`config.mk`:
```
export PLATFORM = sky130hd
export DESIGN_NAME = button_event_debouncer
export DESIGN_NICKNAME = d
export VERILOG_FILES = /design/src/bed_pkg.sv /design/src/button_event_debouncer.sv /design/src/bed_cfg.sv
export SDC_FILE = /design/constraint.sdc
export NUM_CORES = 1
export LEC_CHECK = 0
export BUFFER_PORTS_ARGS = -buffer_cell sky130_fd_sc_hd__buf_2
export CORE_MARGIN = 10
export CORE_UTILIZATION = 33
export DETAILED_ROUTE_END_ITERATION = 16
export GPL_ROUTABILITY_DRIVEN = 1
export PLACE_DENSITY = 0.62
export SYNTH_ARGS = -nofsm -noshare
export SYNTH_HDL_FRONTEND = slang
export SYNTH_SLANG_ARGS = --single-unit
```
`constraint.sdc`:
```
create_clock -name clk -period 16.45 [get_ports clk]
set_input_delay 0.8225 -clock clk [delete_from_list [all_inputs] [get_ports clk]]
set_output_delay 0.8225 -clock clk [all_outputs]
set_load 0.01 [all_outputs]
```
`src/bed_pkg.sv`:
```
// ----------------------------------------------------------------------------
// bed_pkg: shared types and constants of the button event debouncer
// Phase and event codes, register map, per-button state record and the
// wrap-safe time compare.
// ----------------------------------------------------------------------------
`default_nettype none

package bed_pkg;

    localparam int NUM_BUTTONS_DEF = 4;

    localparam int CFG_ADDR_W = 4;
    localparam int CFG_DATA_W = 32;

    localparam logic [15:0] SETTLE_RST    = 16'd15;
    localparam logic [15:0] REPEAT_GAP_RST = 16'd200;
    localparam logic [15:0] HOLD_PER_RST  = 16'd1000;

    localparam logic [31:0] REACH_LIMIT = 32'h7FFF_FFFF;

    typedef enum logic [2:0] {
        PH_IDLE  = 3'd0,
        PH_CHECK = 3'd1,
        PH_DOWN  = 3'd2,
        PH_HOLD  = 3'd3,
        PH_UP    = 3'd4
    } phase_t;

    typedef enum logic [1:0] {
        EV_DOWN  = 2'd0,
        EV_HOLD  = 2'd1,
        EV_UP    = 2'd2,
        EV_CLICK = 2'd3
    } event_t;

    typedef enum logic [1:0] {
        REG_MASK     = 2'd0,
        REG_SETTLE   = 2'd1,
        REG_GAP      = 2'd2,
        REG_HOLD_PER = 2'd3
    } reg_idx_t;

    typedef struct packed {
        logic [3:0]  active_level_mask;
        logic [15:0] settle_ms;
        logic [15:0] repeat_gap_ms;
        logic [15:0] hold_period_ms;
    } cfg_t;

    typedef struct packed {
        phase_t      phase;
        logic [31:0] deadline_ms;
        logic [7:0]  press_count;
        logic [31:0] last_hold_ms;
    } btn_state_t;

    // true once now has reached or passed mark, modulo 2^32
    function automatic logic reached(logic [31:0] now, logic [31:0] mark);
        logic [31:0] diff;
        diff = now - mark;
        return diff < REACH_LIMIT;
    endfunction

endpackage

`default_nettype wire

```
`src/button_event_debouncer.sv`:
```
// ----------------------------------------------------------------------------
// button_event_debouncer: per-button press, hold, release and click events
// Polls of up to NUM_BUTTONS buttons update a per-button state record kept
// in a small synchronous memory and raise debounced button events.
// ----------------------------------------------------------------------------
// One poll is accepted per clock cycle while the output stage can take its
// events. A poll is read from the state memory on acceptance, updated and
// written back by the update stage; a poll of the same button in the next
// cycle takes the new record from a forwarding register, so any mix of
// buttons runs at full rate. Polls that raise one event or none keep that
// rate; a release raises press-up and click as two beats, and a later poll
// that raises an event waits for the click. Entries read as idle with zero
// counters after reset through per-entry valid bits; there is no clearing pass.
`default_nettype none

module button_event_debouncer #(
    parameter int NUM_BUTTONS = bed_pkg::NUM_BUTTONS_DEF
) (
    input  wire logic                          clk,
    input  wire logic                          rst_n,
    // configuration
    input  wire logic                          psel,
    input  wire logic                          penable,
    input  wire logic                          pwrite,
    input  wire logic [bed_pkg::CFG_ADDR_W-1:0] paddr,
    input  wire logic [bed_pkg::CFG_DATA_W-1:0] pwdata,
    output logic      [bed_pkg::CFG_DATA_W-1:0] prdata,
    output logic                               pready,
    // polls
    input  wire logic                          s_tvalid,
    output logic                               s_tready,
    input  wire logic [39:0]                   s_tdata,  // pin_level, now_ms, zero pad
    input  wire logic [1:0]                    s_tuser,  // button_index
    // events
    output logic                               m_tvalid,
    input  wire logic                          m_tready,
    output logic      [15:0]                   m_tdata,  // event_button, repeat_count, pad
    output logic      [1:0]                    m_tuser,  // event_code
    output logic                               m_tlast   // last_of_run
);
    import bed_pkg::*;

    localparam int IDX_W = (NUM_BUTTONS > 1) ? $clog2(NUM_BUTTONS) : 1;

    cfg_t cfg;

    bed_cfg u_cfg (
        .clk     (clk),
        .rst_n   (rst_n),
        .psel    (psel),
        .penable (penable),
        .pwrite  (pwrite),
        .paddr   (paddr),
        .pwdata  (pwdata),
        .prdata  (prdata),
        .pready  (pready),
        .cfg     (cfg)
    );

    // state memory
    btn_state_t mem [NUM_BUTTONS];
    btn_state_t rd_data_reg;
    logic [NUM_BUTTONS-1:0] valid_reg;

    // forwarding of the latest write
    logic             fwd_valid_reg;
    logic [IDX_W-1:0] fwd_addr_reg;
    btn_state_t       fwd_data_reg;

    // update stage
    logic        s1_valid_reg;
    logic [1:0]  s1_btn_reg;
    logic        s1_pin_reg;
    logic [31:0] s1_now_reg;

    // output stage
    logic        out_valid_reg;
    logic        pend_click_reg;
    logic [1:0]  obtn_reg;
    logic [7:0]  ocnt_reg;
    event_t      ocode_reg;

    logic             in_fire;
    logic [IDX_W-1:0] rd_addr;
    logic [IDX_W-1:0] s1_addr;
    logic             in_range;
    logic             active;
    logic             fwd_hit;
    btn_state_t       cur;
    btn_state_t       nxt;
    phase_t           phase_next;
    logic [1:0]       ev_n;
    event_t           ev_code;
    logic [31:0]      held;
    logic [31:0]      since_hold;
    logic             out_free;
    logic             out_pop;
    logic             s1_commit;
    logic             wr_en;

    assign in_fire  = s_tvalid && s_tready;
    assign rd_addr  = IDX_W'(s_tuser);
    assign s1_addr  = IDX_W'(s1_btn_reg);
    assign in_range = (32'(s1_btn_reg) < NUM_BUTTONS);
    assign active   = (s1_pin_reg == cfg.active_level_mask[s1_btn_reg]);
    assign fwd_hit  = fwd_valid_reg && (fwd_addr_reg == s1_addr);

    always_comb
    begin
        if (fwd_hit)
            cur = fwd_data_reg;
        else if (valid_reg[s1_addr])
            cur = rd_data_reg;
        else
            cur = '0;
    end

    assign held       = s1_now_reg - cur.deadline_ms;
    assign since_hold = held - cur.last_hold_ms;

    // next phase
    always_comb
    begin
        unique case (cur.phase)
            PH_CHECK:
            begin
                if (!active)
                    phase_next = PH_IDLE;
                else if (reached(s1_now_reg, cur.deadline_ms))
                    phase_next = PH_DOWN;
                else
                    phase_next = PH_CHECK;
            end
            PH_DOWN: phase_next = PH_HOLD;
            PH_HOLD: phase_next = active ? PH_HOLD : PH_UP;
            PH_UP:   phase_next = PH_IDLE;
            default: phase_next = active ? PH_CHECK : PH_IDLE;
        endcase
    end

    // record update and events
    always_comb
    begin
        nxt       = cur;
        nxt.phase = phase_next;
        ev_n      = 2'd0;
        ev_code   = EV_DOWN;
        unique case (cur.phase)
            PH_CHECK: ;
            PH_DOWN:
            begin
                nxt.press_count  = cur.press_count + 8'd1;
                nxt.last_hold_ms = '0;
                nxt.deadline_ms  = s1_now_reg;
                ev_n             = 2'd1;
                ev_code          = EV_DOWN;
            end
            PH_HOLD:
            begin
                if (active && (since_hold >= {16'd0, cfg.hold_period_ms}))
                begin
                    nxt.last_hold_ms = held;
                    ev_n             = 2'd1;
                    ev_code          = EV_HOLD;
                end
            end
            PH_UP:
            begin
                nxt.deadline_ms = s1_now_reg + {16'd0, cfg.repeat_gap_ms};
                ev_n            = 2'd2;
                ev_code         = EV_UP;
            end
            default:
            begin
                if (active)
                    nxt.deadline_ms = s1_now_reg + {16'd0, cfg.settle_ms};
                else if ((cur.press_count != 8'd0) && reached(s1_now_reg, cur.deadline_ms))
                    nxt.press_count = '0;
            end
        endcase
        if (!in_range)
            ev_n = 2'd0;
    end

    assign out_pop   = out_valid_reg && m_tready;
    assign out_free  = !out_valid_reg || (m_tready && !pend_click_reg);
    assign s1_commit = s1_valid_reg && ((ev_n == 2'd0) || out_free);
    assign s_tready  = !s1_valid_reg || s1_commit;
    assign wr_en     = s1_commit && in_range;

    assign m_tvalid = out_valid_reg;
    assign m_tdata  = {6'd0, ocnt_reg, obtn_reg};
    assign m_tuser  = ocode_reg;
    assign m_tlast  = !pend_click_reg;

    // memory: read on accept, write back from the update stage
    always_ff @(posedge clk)
    begin
        if (wr_en)
            mem[s1_addr] <= nxt;
        if (in_fire)
            rd_data_reg <= mem[rd_addr];
    end

    // payload registers
    always_ff @(posedge clk)
    begin
        if (in_fire)
        begin
            s1_btn_reg <= s_tuser;
            s1_pin_reg <= s_tdata[0];
            s1_now_reg <= s_tdata[32:1];
        end
        if (wr_en)
        begin
            fwd_addr_reg <= s1_addr;
            fwd_data_reg <= nxt;
        end
        if (s1_commit && (ev_n != 2'd0))
        begin
            obtn_reg  <= s1_btn_reg;
            ocnt_reg  <= nxt.press_count;
            ocode_reg <= ev_code;
        end
        else if (out_pop && pend_click_reg)
        begin
            ocode_reg <= EV_CLICK;
        end
    end

    // control registers
    always_ff @(posedge clk or negedge rst_n)
    begin
        if (!rst_n)
        begin
            valid_reg      <= '0;
            fwd_valid_reg  <= 1'b0;
            s1_valid_reg   <= 1'b0;
            out_valid_reg  <= 1'b0;
            pend_click_reg <= 1'b0;
        end
        else
        begin
            if (wr_en)
            begin
                valid_reg[s1_addr] <= 1'b1;
                fwd_valid_reg      <= 1'b1;
            end
            if (in_fire)
                s1_valid_reg <= 1'b1;
            else if (s1_commit)
                s1_valid_reg <= 1'b0;
            if (s1_commit && (ev_n != 2'd0))
            begin
                out_valid_reg  <= 1'b1;
                pend_click_reg <= (ev_n == 2'd2);
            end
            else if (out_pop)
            begin
                if (pend_click_reg)
                    pend_click_reg <= 1'b0;
                else
                    out_valid_reg <= 1'b0;
            end
        end
    end

    // a pending click always sits behind a press-up beat
    assert property (@(posedge clk) disable iff (!rst_n)
        pend_click_reg |-> (out_valid_reg && (ocode_reg == EV_UP)))
        else $error("click pending without press-up at the head");

    // the input side only stalls behind a held update stage
    assert property (@(posedge clk) disable iff (!rst_n)
        !s_tready |-> (s1_valid_reg && out_valid_reg))
        else $error("input stalled without a blocked update");

    // a press-down always leaves the button in hold
    assert property (@(posedge clk) disable iff (!rst_n)
        (s1_commit && (ev_n == 2'd1) && (ev_code == EV_DOWN)) |-> (nxt.phase == PH_HOLD))
        else $error("press-down did not move to hold");

    // a written entry is recorded for forwarding and marked valid
    assert property (@(posedge clk) disable iff (!rst_n)
        wr_en |=> (fwd_valid_reg && valid_reg[fwd_addr_reg]))
        else $error("write not recorded for forwarding");

endmodule

`default_nettype wire

```
`src/bed_cfg.sv`:
```
// ----------------------------------------------------------------------------
// bed_cfg: configuration registers
// APB-style slave holding the active level mask and the three timing values.
// ----------------------------------------------------------------------------
`default_nettype none

module bed_cfg (
    input  wire logic                          clk,
    input  wire logic                          rst_n,
    input  wire logic                          psel,
    input  wire logic                          penable,
    input  wire logic                          pwrite,
    input  wire logic [bed_pkg::CFG_ADDR_W-1:0] paddr,
    input  wire logic [bed_pkg::CFG_DATA_W-1:0] pwdata,
    output logic      [bed_pkg::CFG_DATA_W-1:0] prdata,
    output logic                               pready,
    output bed_pkg::cfg_t                      cfg
);
    import bed_pkg::*;

    cfg_t     cfg_reg;
    cfg_t     cfg_next;
    reg_idx_t reg_idx;
    logic     wr_en;

    assign pready  = 1'b1;
    assign reg_idx = reg_idx_t'(paddr[3:2]);
    assign wr_en   = psel && penable && pwrite && pready;
    assign cfg     = cfg_reg;

    always_comb
    begin
        cfg_next = cfg_reg;
        if (wr_en)
        begin
            unique case (reg_idx)
                REG_MASK:     cfg_next.active_level_mask = pwdata[3:0];
                REG_SETTLE:   cfg_next.settle_ms         = pwdata[15:0];
                REG_GAP:      cfg_next.repeat_gap_ms     = pwdata[15:0];
                REG_HOLD_PER: cfg_next.hold_period_ms    = pwdata[15:0];
                default:      cfg_next = cfg_reg;
            endcase
        end
    end

    always_comb
    begin
        unique case (reg_idx)
            REG_MASK:     prdata = {28'd0, cfg_reg.active_level_mask};
            REG_SETTLE:   prdata = {16'd0, cfg_reg.settle_ms};
            REG_GAP:      prdata = {16'd0, cfg_reg.repeat_gap_ms};
            REG_HOLD_PER: prdata = {16'd0, cfg_reg.hold_period_ms};
            default:      prdata = '0;
        endcase
    end

    always_ff @(posedge clk or negedge rst_n)
    begin
        if (!rst_n)
        begin
            cfg_reg.active_level_mask <= 4'd0;
            cfg_reg.settle_ms         <= SETTLE_RST;
            cfg_reg.repeat_gap_ms     <= REPEAT_GAP_RST;
            cfg_reg.hold_period_ms    <= HOLD_PER_RST;
        end
        else
        begin
            cfg_reg <= cfg_next;
        end
    end

endmodule

`default_nettype wire

```
* Word level (Yosys, flattened, before mapping)
Memory sizes are Yosys's and may differ from the RTL's. A register that Yosys moved wholly into a read port is not among the register bits.
Cells that the tools add are included.
** Word-level totals
- Bits in registers :: 184
- Bits in writable memories :: 300
- Input port bits :: 85
- Logic and storage cells :: 109
- Memories :: 1
** Memory list
- mem :: words 4, width 75, rd ports 1, clocked after Yosys merged registers in 1, write ports 1, RTL line button_event_debouncer.sv:61 : btn_state_t mem [NUM_BUTTONS];
** Operators by class
- $add $sub $neg :: 5
- $lt $le $gt $ge :: 4
- Equal/unequal tests :: 11
- Multiplexer cells :: 35
- Bitwise gates (word level) :: 1
- Reductions and logical operators :: 32
** Operators with widths (count)
- $mux 75 :: 2
- $pmux 32 s4 :: 1
- $pmux 32 s3 :: 1
- $add 32x16->32 :: 2
- $mux 32 :: 2
- $pmux 32 s2 :: 1
- $sub 32x32->32 :: 2
- $ge 32x16->1 :: 1
- $lt 32x31->1 const B :: 1
- $mux 8 :: 2
- $pmux 8 s2 :: 1
- $mux 1 :: 14
- $logic_and 1x1->1 :: 12
- $pmux 3 s4 :: 1
- $reduce_and 2->1 :: 5
- $add 8x1->8 const B :: 1
- $mux 2 :: 4
- $reduce_bool 2->1 :: 4
- $reduce_bool 8->1 :: 1
- $eq 2x2->1 const B :: 3
- $eq 3x2->1 const B :: 2
- $pmux 2 s3 :: 1
- $bmux 1 s2 :: 2
- $logic_not 2->1 :: 2
- 16 further kinds :: 20

* Depth between registers and ports, before layout
- Word-level depth :: 16
- Gate-level depth with buffers :: 41
- Mapped depth without buffers :: 35

* Modules after synthesis
From an unflattened synthesis, not the netlist that was laid out.
** Second synthesis, totals
- Cells, all modules :: 2121
- Area, all modules :: 28686.3 um^2
** Modules (own cells, without submodules)
- button_event_debouncer :: instances 1, cells each 1955, area each 26125.1 um^2, sequential area each 15184.6 um^2
- bed_cfg :: instances 1, cells each 166, area each 2561.2 um^2, sequential area each 1317.5 um^2

* Worst setup path before layout
No wires, ideal clock.
- Path kind :: register to register
- Start point :: register s1_btn_reg[1], in the netlist s1_addr[1]
- End point :: register, netlist name rd_data_reg[0]
- Data arrival time :: 15.725 ns
- Data required time :: 15.702 ns
- Slack :: -0.023 ns
- Cell stages (with the launch flop) :: 38
- Cells stage by stage :: edfxtp_1 buf_2 xor2_1 buf_2 nor3_1 clkbuf_1 buf_1 clkbuf_1 buf_1 a22oi_1 ha_1 o21ai_0 nor3_1 a2111oi_2 nor2_1 xnor2_1 ha_1 nor2b_1 [2 not listed] nor2b_1 o21ai_0 nand2b_1 a21o_1 a21oi_1 xnor2_1 ha_1 a221oi_1 nand4_1 nor4_1 o21ai_0 a211oi_1 nor4b_1 nand4_1 nor3_1 a31oi_2 o21ba_2 a21boi_0
** Between the ends
- Word-level cells in the longest chain between the ends :: 15
- Elaborated cells between the ends (all ways) :: 23
** RTL lines
- from (decl) :: RTL line button_event_debouncer.sv:72 : logic [1:0] s1_btn_reg;
- from (signal assigned) :: RTL line button_event_debouncer.sv:210 : s1_btn_reg <= s_tuser;
- $bmux 1 s2 :: RTL line button_event_debouncer.sv:112 : else if (valid_reg[s1_addr])
- $mux 1 (implied by the code) :: RTL line button_event_debouncer.sv:112
- $mux 75 :: RTL line button_event_debouncer.sv:112
- $mux 75 :: RTL line button_event_debouncer.sv:110 : if (fwd_hit)
- $sub 32x32->32 :: RTL line button_event_debouncer.sv:118 : assign held = s1_now_reg - cur.deadline_ms;
- $sub 32x32->32 :: RTL line button_event_debouncer.sv:119 : assign since_hold = held - cur.last_hold_ms;
- $ge 32x16->1 :: RTL line button_event_debouncer.sv:160 : if (active && (since_hold >= {16'd0, cfg.hold_period_ms}))
- $logic_and 1x1->1 :: RTL line button_event_debouncer.sv:160
- $mux 1 :: RTL line button_event_debouncer.sv:160
- $pmux 2 s3 * :: RTL line button_event_debouncer.sv:148 : unique case (cur.phase)
- $logic_not 2->1 * :: RTL line button_event_debouncer.sv:187 : assign s1_commit = s1_valid_reg && ((ev_n == 2'd0) || out_free);
- $logic_or 1x1->1 * :: RTL line button_event_debouncer.sv:187
- $logic_and 1x1->1 * :: RTL line button_event_debouncer.sv:187
- $logic_or 1x1->1 * :: RTL line button_event_debouncer.sv:188 : assign s_tready = !s1_valid_reg || s1_commit;
- $logic_and 1x1->1 * :: RTL line button_event_debouncer.sv:101 : assign in_fire = s_tvalid && s_tready;
- named net in_fire :: RTL line button_event_debouncer.sv:83 : logic in_fire;
Mark *: on every way through the listed nets, which the timed path passes. The rest lies on a longest branch. The select of a mux whose other input is x is not followed.
A chain may end at the register's enable or synchronous reset.

* Final worst setup path
- Start point :: register s1_btn_reg[1], in the netlist s1_addr[1]
- End point :: memory mem[2][18] (netlist bit) (enable)
** Between the ends
- Word-level cells in the longest chain between the ends :: 15
- Elaborated cells between the ends (all ways) :: 23
** RTL lines
- $bmux 1 s2 :: RTL line button_event_debouncer.sv:112
- $mux 1 (implied by the code) :: RTL line button_event_debouncer.sv:112
- $mux 75 :: RTL line button_event_debouncer.sv:112
- $mux 75 :: RTL line button_event_debouncer.sv:110
- $sub 32x32->32 :: RTL line button_event_debouncer.sv:118
- $sub 32x32->32 :: RTL line button_event_debouncer.sv:119
- $ge 32x16->1 :: RTL line button_event_debouncer.sv:160
- $logic_and 1x1->1 :: RTL line button_event_debouncer.sv:160
- $mux 1 :: RTL line button_event_debouncer.sv:160
- $pmux 2 s3 :: RTL line button_event_debouncer.sv:148
- $logic_not 2->1 :: RTL line button_event_debouncer.sv:187
- $logic_or 1x1->1 :: RTL line button_event_debouncer.sv:187
- $logic_and 1x1->1 :: RTL line button_event_debouncer.sv:187
- $mux 1 :: RTL line button_event_debouncer.sv:199 : if (wr_en)
- $mux 1 (implied by the code) :: RTL line button_event_debouncer.sv:200 : mem[s1_addr] <= nxt;
- to (decl) :: RTL line button_event_debouncer.sv:61
Parallel ways exist; a longest one is shown, timed or not. The select of a mux whose other input is x is not followed.

==> impl_metrics.csv <==
group,metric,value,unit
synthesis,synth_top_flop_cell,"edfxtp_1",
layout,final_layout_size_suffix_gt1_share,17.49,%
placed_design,portBuffers,90,
cts,root_buffer,"clkbuf_16",
floorplanning,rows,106,
global_route,grt_antenna_before_repair,6,
synthesis,synthTopCellsByArea,"edfxtp_1 54%, mux4_2 6.5%, ha_1 4.7%, dfrtp_1 4.2%, mux2_2 2.2%",
timing,timing.final.crit_period,12.00,ns
synthesis,yosysMostFrequentCell,"edfxtp_1",
critical_path,cp_num_buf_inv,4,
critical_path,cpMaxStageDelayCell,"nor2b_4",
timing,slew_violations,0,
route,drc,0,
route,topRoutingLayerUsed,"met4",
synthesis,yosys_register_bits,559,
floorplanning,die_width,311.3,µm
power,vdd_ir_drop_max,91.24,µV
cts,clk_path_buf_depth,3,
synthesis,yosysUniqueCellTypes,91,
cts,path_clk_slew,0.06,ns
layout,area_growth,12.65,%
timing,fin_skew,0.03255,ns
synthesis,synth_edf_count,499,
critical_path,worst_setup_path_start_kind,"flop",
cts,clk_latency,0.62,ns
route,routed_wl,76.72,mm
route,drtPass1Iterations,5,
timing,layout_worst_path_cycle_share,72.97,%
global_route,grt_pass1_vias,18900,
timing,hold_violations,0,
cts,numCtsBuffers,58,
route,avgRoutedWirePerCell,22.84,µm
timing,hold-worst-slack,0.3795,ns
synthesis,syn_avg_cell_area,13.41,µm²
cts,cts_tree,"built",
cts,ctsHoldBuffers,0,
synthesis,synth_warnings,0,
placed_design,gp_congestion,0.8853,
global_route,grt_pass1_wl,117.5,mm
worst_hold_path,hp-class,"in2reg",
synthesis,synth.top_cell.area_share,53.52,%
floorplanning,start_util,33.40,%
critical_path,path_class,"reg2reg",
critical_path,cp.required,16.66,ns
synthesis,synthCells,2087,
synthesis,synth_top_area_cell,"edfxtp_1",
power,power.total,5.811,mW
synthesis,synth_common_cells,"499 x edfxtp_1, 125 x nand2_1, 113 x nor2_1, 107 x o21ai_0, 105 x ha_1",
timing,rsz0062_at_grt,"no",
critical_path,end_kind,"flop",
floorplanning,core_area,83820,µm²
critical_path,arrival,12.22,ns
layout,nets,2368,
critical_path,rrSetupSlack,4.45,ns
critical_path,cpMostUsedCell,"ha_1",
critical_path,crit_family,"simple AND/OR/NAND/NOR gates",
global_route,grt_max_degree,62,
global_route,grtUsageTotal,15.48,%
timing,setup_violations,0,
timing,setup_tns,0,ns
status,outcome,"completed",
route,met2_length,34.89,mm
power,power_density,184.3,nW/µm²
job,drv_cap,0,
cts,postCtsSetupRepairBufs,0,
power,p_leak,11.32,nW
cts,cts.htree.levels,2,
route,drtIter0Drc,1633,
cts,cts-resized-gates,0,
floorplanning,pin_count,139,
synthesis,yosysSeqAreaShare,58.94,%
critical_path,crit_fanout,53,
route,drt-met1-wl,34.97,mm
layout,largest_reg_flops,300,
route,wl_met3,4.707,mm
floorplanning,dieArea,96890,µm²
cts,numClockSinks,559,
floorplanning,dieHeight,311.3,µm
placed_design,dpl.hpwl,53.53,mm
timing,tightest_slew,1.325,ns
route,drtAntennaViolNets,0,
synthesis,async_flop_share,10.73,%
timing,slew_headroom,11.67,%
synthesis,synth.cell_area,28000,µm²
critical_path,worst_path_largest_cell_delay,0.90,ns
route,vias,18560,
route,via_per_inst,5.525,
timing,fmax,83.30,MHz
global_route,overflow,0,
==> final cells by class <==
cell class                 count  area, µm²
clock inverter                35      287.8
multi-input combinational   1367      10870
tap                         1134       1419
sequential                   559      16500
fill                        7960      52280
clock buffer                  74       1533
antenna                        1      2.502
timing repair buffer         117      658.1
inverter                      72      270.3
==> layer usage <==
metal,global-route usage (%),up-vias
met1,21.43,9415
met2,24.23,656
met4,5.476,0
met3,2.639,135
met5,0,-
li1,-,8352
==> kinds of logic (layout without fill, tap and decap cells) <==
group / count (synthesis) / count (layout) / share of synthesized area (%)
AO/OA/AOI/OAI: 531 / 531 / 12.90
XOR/XNOR: 94 / 94 / 2.994
adder cells (fa/ha/maj): 112 / 112 / 5.055
buffers and inverters: 182 / 298 / 2.820
flip-flops: 559 / 559 / 58.94
multiplexers: 152 / 152 / 9.300
other: 2 / 24 / 0.02682
AND/OR/NAND/NOR: 455 / 455 / 7.964
==> through the flow <==
stage / util [%] / setup WS [ns] / area (µm²) / cells
floorplan: - / 2.887 / 28080 / 2108
global placement: 35.45 / 4.564 / 29710 / 3249
detailed placement: 35.45 / 4.389 / 29710 / 3249
CTS: 37.62 / 4.320 / 31540 / 3358
global route: 37.63 / 3.479 / 31540 / 3359
finish: 37.63 / 4.446 / 31540 / 3359
==> path summary, 6_finish.rpt <==
path,endpoint,cells after the start,start
max reg2reg,mem[2][18],37,s1_addr[1]
min reg2reg,valid_reg[1],1,valid_reg[1]
min,s1_now_reg[31],1,s_tdata[32]
max in group asynchronous,u_cfg.cfg[29],2,rst_n
min in group asynchronous,fwd_valid_reg,2,rst_n
max,mem[2][18],37,s1_addr[1]
==> power breakdown <==
part	internal, mW	switching (mW)
logic	0.894	1.54
clock network	0.721	0.545
registers	2.00	0.111
total	3.61	2.20
==> layout by cell type (no fill, tap or decap), drive strengths merged, types with 14 or more instances in the layout <==
cell / n
a211oi: 14
o22ai: 16
xor2: 30
mux2i: 16
a21oi: 103
nand3: 39
o21bai: 14
clkinv: 25
dfrtp: 47
mux4: 81
edfxtp: 499
nor2b: 19
nand4: 23
clkbuf: 74
xnor2: 64
a31oi: 16
buf: 117
o21ai: 113
a22oi: 79
nor2: 114
conb: 23
mux2: 55
nand2b: 17
nor3: 36
nand2: 127
inv: 75
a21o: 41
ha: 105
==> worst reg2reg max path: cells and delay by family (launching register included) <==
| kind | cells | cell delay [ns] |
|---|---|---|
| adder cells (fa/ha/maj) | 4 | 0.94 |
| XOR/XNOR | 3 | 1.24 |
| AND/OR/NAND/NOR | 14 | 3.92 |
| buffers and inverters | 4 | 1.46 |
| AO/OA/AOI/OAI | 12 | 3.30 |
| flip-flops | 1 | 0.68 |
(Power assumes the default switching activity.)
